## src/rtl/owfpp_pkg.sv

```systemverilog
// owfpp_pkg: shared constants, types and helpers for the overwrite fifo packet packer
// depends on nothing; used by the top level and its port checker
`default_nettype none

package owfpp_pkg;

   localparam int DEPTH = 16;
   localparam int PTR_W = (DEPTH > 1) ? $clog2(DEPTH) : 1;
   localparam int CNT_W = $clog2(DEPTH + 1);

   localparam int KIND_W   = 3;
   localparam int MODE_W   = 8;
   localparam int KEEP_W   = 5;
   localparam int IDENT_W  = 8;
   localparam int VALUE_W  = 16;
   localparam int BYTE_W   = 8;
   localparam int LIMIT_W  = 4;
   localparam int HDR_W    = KIND_W + KEEP_W + IDENT_W;
   localparam int RDG_W    = 4 * VALUE_W;

   localparam logic [LIMIT_W-1:0] TYPE_LIMIT_RESET = LIMIT_W'(8);

   typedef enum logic {
      OP_REPORT = 1'b0,
      OP_PICK   = 1'b1
   } op_type;

   // ring pointer advance, safe for a depth that is not a power of two
   function automatic logic [PTR_W-1:0] ptr_next(input logic [PTR_W-1:0] p);
      logic [PTR_W-1:0] r;
      if (p == PTR_W'(DEPTH - 1)) begin
         r = '0;
      end else begin
         r = p + 1'b1;
      end
      return r;
   endfunction

endpackage

`default_nettype wire

```

## src/rtl/overwrite_fifo_packet_packer.sv

```systemverilog
// overwrite_fifo_packet_packer: overwrite-oldest sensor report ring with 11-byte packet output
// depends on owfpp_pkg (depth, field widths, op codes, pointer helper)
// a pick shows its packet on rsp_* for one cycle, the cycle after it is accepted
// throughput: one item per cycle, reports and picks alike; busy stays low
// the ring is one read port and one write port of two synchronous memories with registered reads
// reset (synchronous, active high) empties the ring, zeroes the sequence, sets type_limit to 8
`default_nettype none

module overwrite_fifo_packet_packer (
   input  wire logic                           clock,
   input  wire logic                           reset,
   input  wire logic                           start,
   output logic                                busy,
   input  wire logic                           req_op,
   input  wire logic [owfpp_pkg::KIND_W-1:0]   req_sensor_kind,
   input  wire logic [owfpp_pkg::MODE_W-1:0]   req_sensor_mode,
   input  wire logic [owfpp_pkg::IDENT_W-1:0]  req_sensor_ident,
   input  wire logic signed [owfpp_pkg::VALUE_W-1:0] req_value_a,
   input  wire logic signed [owfpp_pkg::VALUE_W-1:0] req_value_b,
   input  wire logic signed [owfpp_pkg::VALUE_W-1:0] req_value_c,
   input  wire logic signed [owfpp_pkg::VALUE_W-1:0] req_value_d,
   input  wire logic                           csr_valid,
   output logic                                csr_ready,
   input  wire logic [owfpp_pkg::LIMIT_W-1:0]  csr_data,
   output logic                                rsp_strobe,
   output logic                                rsp_ok,
   output logic [owfpp_pkg::BYTE_W-1:0]        rsp_seq_byte,
   output logic [owfpp_pkg::BYTE_W-1:0]        rsp_kind_mode_byte,
   output logic [owfpp_pkg::BYTE_W-1:0]        rsp_ident_byte,
   output logic [owfpp_pkg::BYTE_W-1:0]        rsp_a_low,
   output logic [owfpp_pkg::BYTE_W-1:0]        rsp_a_high,
   output logic [owfpp_pkg::BYTE_W-1:0]        rsp_b_low,
   output logic [owfpp_pkg::BYTE_W-1:0]        rsp_b_high,
   output logic [owfpp_pkg::BYTE_W-1:0]        rsp_c_low,
   output logic [owfpp_pkg::BYTE_W-1:0]        rsp_c_high,
   output logic [owfpp_pkg::BYTE_W-1:0]        rsp_d_low,
   output logic [owfpp_pkg::BYTE_W-1:0]        rsp_d_high
);

   logic [owfpp_pkg::HDR_W-1:0]   header_mem  [owfpp_pkg::DEPTH];
   logic [owfpp_pkg::RDG_W-1:0]   reading_mem [owfpp_pkg::DEPTH];

   logic [owfpp_pkg::PTR_W-1:0]   write_ptr_ff, write_ptr_in;
   logic [owfpp_pkg::PTR_W-1:0]   read_ptr_ff, read_ptr_in;
   logic [owfpp_pkg::CNT_W-1:0]   fill_count_ff, fill_count_in;
   logic [owfpp_pkg::BYTE_W-1:0]  seq_ff, seq_in;
   logic [owfpp_pkg::LIMIT_W-1:0] type_limit_ff, type_limit_in;
   logic                          rsp_strobe_ff, rsp_strobe_in;
   logic                          rsp_ok_ff, rsp_ok_in;
   logic [owfpp_pkg::BYTE_W-1:0]  rsp_seq_ff, rsp_seq_in;
   logic [owfpp_pkg::HDR_W-1:0]   hdr_rd_ff;
   logic [owfpp_pkg::RDG_W-1:0]   rdg_rd_ff;

   logic accept;
   logic is_pick;
   logic report_we;
   logic pick_re;
   logic ring_full;
   logic ring_empty;
   logic kind_ok;
   logic [owfpp_pkg::HDR_W-1:0] hdr_wr;
   logic [owfpp_pkg::RDG_W-1:0] rdg_wr;
   logic [owfpp_pkg::BYTE_W-1:0] byte_out [8];

   assign busy      = 1'b0;
   assign csr_ready = 1'b1;

   assign accept     = start && !busy;
   assign is_pick    = (owfpp_pkg::op_type'(req_op) == owfpp_pkg::OP_PICK);
   assign ring_full  = (fill_count_ff == owfpp_pkg::CNT_W'(owfpp_pkg::DEPTH));
   assign ring_empty = (fill_count_ff == '0);
   assign kind_ok    = ({1'b0, req_sensor_kind} < type_limit_ff);
   assign report_we  = accept && !is_pick && kind_ok;
   assign pick_re    = accept && is_pick && !ring_empty;

   assign hdr_wr = {req_sensor_kind, req_sensor_mode[owfpp_pkg::KEEP_W-1:0], req_sensor_ident};
   assign rdg_wr = {req_value_d, req_value_c, req_value_b, req_value_a};

   always_comb begin
      write_ptr_in  = write_ptr_ff;
      read_ptr_in   = read_ptr_ff;
      fill_count_in = fill_count_ff;
      seq_in        = seq_ff;
      type_limit_in = type_limit_ff;
      rsp_strobe_in = accept && is_pick;
      rsp_ok_in     = pick_re;
      rsp_seq_in    = seq_ff;
      if (csr_valid && csr_ready) begin
         type_limit_in = csr_data;
      end
      if (report_we) begin
         write_ptr_in = owfpp_pkg::ptr_next(write_ptr_ff);
         // full ring: the new beat replaces the oldest entry
         if (ring_full) begin
            read_ptr_in = owfpp_pkg::ptr_next(read_ptr_ff);
         end else begin
            fill_count_in = fill_count_ff + 1'b1;
         end
      end
      if (pick_re) begin
         read_ptr_in   = owfpp_pkg::ptr_next(read_ptr_ff);
         fill_count_in = fill_count_ff - 1'b1;
         seq_in        = seq_ff + 1'b1;
      end
   end

   always_ff @(posedge clock) begin
      if (reset) begin
         write_ptr_ff  <= '0;
         read_ptr_ff   <= '0;
         fill_count_ff <= '0;
         seq_ff        <= '0;
         type_limit_ff <= owfpp_pkg::TYPE_LIMIT_RESET;
         rsp_strobe_ff <= 1'b0;
         rsp_ok_ff     <= 1'b0;
      end else begin
         write_ptr_ff  <= write_ptr_in;
         read_ptr_ff   <= read_ptr_in;
         fill_count_ff <= fill_count_in;
         seq_ff        <= seq_in;
         type_limit_ff <= type_limit_in;
         rsp_strobe_ff <= rsp_strobe_in;
         rsp_ok_ff     <= rsp_ok_in;
      end
   end

   always_ff @(posedge clock) begin
      rsp_seq_ff <= rsp_seq_in;
   end

   // reports and picks never share an edge, so the read always sees earlier writes
   always_ff @(posedge clock) begin
      if (report_we) begin
         header_mem[write_ptr_ff]  <= hdr_wr;
         reading_mem[write_ptr_ff] <= rdg_wr;
      end
   end

   always_ff @(posedge clock) begin
      if (pick_re) begin
         hdr_rd_ff <= header_mem[read_ptr_ff];
         rdg_rd_ff <= reading_mem[read_ptr_ff];
      end
   end

   always_comb begin
      for (int k = 0; k < 8; k++) begin
         byte_out[k] = rsp_ok_ff ? rdg_rd_ff[k*owfpp_pkg::BYTE_W +: owfpp_pkg::BYTE_W] : '0;
      end
   end

   assign rsp_strobe         = rsp_strobe_ff;
   assign rsp_ok             = rsp_ok_ff;
   assign rsp_seq_byte       = rsp_ok_ff ? rsp_seq_ff : '0;
   // header keeps kind and the low mode bits in its top byte, already in packet order
   assign rsp_kind_mode_byte = rsp_ok_ff ? hdr_rd_ff[owfpp_pkg::HDR_W-1 -: owfpp_pkg::BYTE_W] : '0;
   assign rsp_ident_byte     = rsp_ok_ff ? hdr_rd_ff[owfpp_pkg::IDENT_W-1:0] : '0;
   assign rsp_a_low          = byte_out[0];
   assign rsp_a_high         = byte_out[1];
   assign rsp_b_low          = byte_out[2];
   assign rsp_b_high         = byte_out[3];
   assign rsp_c_low          = byte_out[4];
   assign rsp_c_high         = byte_out[5];
   assign rsp_d_low          = byte_out[6];
   assign rsp_d_high         = byte_out[7];

endmodule

`default_nettype wire

```

## config.mk

```make
export PLATFORM = sky130hd
export DESIGN_NAME = overwrite_fifo_packet_packer
export DESIGN_NICKNAME = d
export VERILOG_FILES = /design/src/rtl/owfpp_pkg.sv /design/src/rtl/overwrite_fifo_packet_packer.sv
export SDC_FILE = /design/constraint.sdc
export NUM_CORES = 1
export LEC_CHECK = 0
export BUFFER_PORTS_ARGS = -buffer_cell sky130_fd_sc_hd__buf_2
export CORE_MARGIN = 5
export CORE_UTILIZATION = 38
export DETAILED_ROUTE_END_ITERATION = 6
export GPL_TIMING_DRIVEN = 0
export PLACE_DENSITY = 0.5
export SLEW_MARGIN = 20
export SYNTH_ARGS = -nofsm -noshare
export SYNTH_HDL_FRONTEND = slang
export SYNTH_SLANG_ARGS = --single-unit
```

## constraint.sdc

```tcl
create_clock -name clock -period 10.5 [get_ports clock]
set_input_delay 2.1 -clock clock [delete_from_list [all_inputs] [get_ports clock]]
set_output_delay 2.1 -clock clock [all_outputs]
set_load 0.01 [all_outputs]
```

==> out/results.ini <==
[job]
drv_cap=0

[sta]
relSlewSlack=0.289
rsz0062_at_grt=false
fmax_mhz=168
finalSetupViolations=0
post-route-min-period_ns=5.96
hold_violations=0
slew_viol_final=0
fin_ws_ns=4.54
finalCritPeriodShare=0.567
hold_ws_ns=0.371
worstMarginPinSlew_ns=1.07
fin_skew_ns=0.0235

[logic_synthesis]
ys_top_cells_by_area=edfxtp_1 (77%), mux4_2 (14%), mux2i_1 (1.7%), dfxtp_1 (1.3%), a211oi_1 (1.1%)
ys.flop_type=edfxtp_1
yosysSeqAreaShare=0.779
synth_area_mm2=0.0533
yosysTopAreaCell=edfxtp_1
synthDistinctLibCells=51
synth_top_area_share=0.766
yosysWarnings=0
syn_inst=2419
async_flop_share=0
avgSynthCellArea_um2=22.0
ys_ff_latch=1395
synth_nets=2521
synth_edf_count=1360

[pwr]
irDropWorstVdd_v=0.000123
power.density_mw_per_mm2=205
total_power_w=0.0128
p_leak_nw=19.5

[setup_path]
startpoint_type=flip-flop
crit_slowest_cell=dfxtp_1
cp_top_family=buffers and inverters
critPathKind=flip-flop to output pin
arrival_ns=3.86
crit_chain=clkbuf_2 > clkbuf_1 > and2_1 > buf_2
crit_fanout=10
end_kind=output pin
critical-path-max-stage-delay_ns=1.01
worst-endpoint-required_ns=8.40
critical_path_buf_inv_count=3

[finish]
area_growth_pct=17.2
final_cells=4817
final_common_cell=edfxtp_1
final_cell_mix=edfxtp_1 (1360), mux4_2 (320), buf_2 (203), clkbuf_16 (160), clkbuf_1 (100)
fin_util=0.448
drive_gt1_frac=0.293
final_nets=2913

[place]
place.detailed.hpwl_mm=84.0
gp_congestion=0.730
place_ws_ns=4.83
dp_cells=4533
io_buffers=176

[die]
die_y_um=385
rows=137
die_area_mm2=0.148
initial_utilization=0.382
pin_count=184
die_w_um=385
core_area_mm2=0.140

[global_routing]
grt_pass1_vias=27300
grt_max_degree=40
antenna_found_initial=16
track_usage=0.183
grt_pass1_wl_mm=193
overflow=0

[hold_path]
hp-class=flip-flop to flip-flop

[drt]
firstDrtPassIters=5
post_drt_wl_per_cell_um=27.9
routed_wl_mm=134
antenna_left=0
viasPerCell=5.31
initialDrtViolationCount=2208
drc=0
route.vias.total=25600

[clocking]
post_cts_buffers=0
cts_resized=0
ctsRootBufferMaster=clkbuf_16
insertion_delay_ns=0.77
numCtsBuffers=152
htreeDepth=4
tritoncts=yes
ctsHoldBuffers=0
numClockSinks=1395
clkTransAtPathRegs_ns=0.06
clockBufferDepth=3

[outcome]
outcome=finished clean

==> worst reg2reg max path: stages, from the launching register on <==
cell and delay (ns):
dfxtp_1 0.33, inv_1 0.05, ha_1 0.32, a2111oi_4 0.52, o21ai_0 0.45, nor3_2 0.67
buf_4 0.33, buf_6 0.18, buf_4 0.22, buf_4 0.22
==> synthesized netlist by cell type (all sizes together) (4+ instances only) <==
cell type / number
nor2b: 86
clkbuf: 80
mux2i: 88
a211oi: 81
xnor2: 4
nand2: 22
and3: 15
mux2: 4
inv: 10
dfxtp: 35
edfxtp: 1360
and2: 90
mux4: 320
a21oi: 90
buf: 54
xor2: 5
nor2: 24
nor3: 5
ha: 10
==> per-layer routing <==
metal / up-vias / GRT usage / part of all wire
met1: 13700 / 0.246 / 0.43
li1: 10900 / - / -
met2: 744 / 0.300 / 0.49
met5: - / 0 / 0.00039
met4: 8 / 0.0517 / 0.024
met3: 206 / 0.0416 / 0.061
==> power by group <==
| group | switching (W) | leakage (nW) | internal, W | total (W) |
|---|---|---|---|---|
| logic | 0.000785 | 4.66 | 0.000669 | 0.00145 |
| clock network | 0.00214 | 2.34 | 0.00297 | 0.00511 |
| registers | 0.0000292 | 12.5 | 0.00622 | 0.00625 |
==> area by class of cell <==
type	instances	area (um^2)
fillers	12000	77000
flip-flops and latches	1395	41500
multi-input cells	880	11200
clock buffers	183	4090
well taps	1876	2350
repair buffers	238	1940
clock inverters	93	693
plain buffers	134	653
inverters	10	42.5
diodes	8	20.0
==> sequential cells by signal (all words and copies together), names as in the netlist <==
name           count
header_mem       256
rdg_rd_ff         64
reading_mem     1024
rsp_strobe         1
rsp_ok             1
type_limit_ff      4
write_ptr_ff       4
read_ptr_ff        4
fill_count_ff      5
rsp_seq_in         8
rsp_seq_ff         8
hdr_rd_ff         16
==> stage by stage <==
stage	setup TNS, ns	area [um^2]
detailed placement	0	57700
CTS	0	62500
finish	0	62500
global placement	-1216.78	56600
floorplan	0	53300
global route	0	62500
==> final timing paths <==
| check | startpoint | to | slack [ns] | depth (start not counted) |
|---|---|---|---|---|
| setup / recovery | rsp_ok$_SDFF_PP0_ | rsp_ident_byte[6] | 4.54 | 4 |
| hold / removal | rsp_seq_in[7]$_SDFFE_PP0P_ | rsp_seq_ff[7]$_DFF_P_ | 0.37 | 0 |
| setup reg to reg | type_limit_ff[1]$_SDFFE_PP0P_ | reading_mem[7][19]$_DFFE_PP_ | 6.90 | 9 |
| hold reg to reg | rsp_seq_in[7]$_SDFFE_PP0P_ | rsp_seq_ff[7]$_DFF_P_ | 0.37 | 0 |
==> kinds of logic (layout without fill, tap and decap cells) <==
logic type,Yosys count,count (layout),synth area share
other,2,10,0.000141
adder cells (fa/ha/maj),10,10,0.00235
multiplexers,412,412,0.152
AND/OR/NAND/NOR,256,256,0.0286
XOR/XNOR,9,9,0.00148
flip-flops,1395,1395,0.779
AO/OA/AOI/OAI,191,191,0.0232
buffers and inverters,144,658,0.0129
Note: power is estimated with default switching activity, not from simulation.
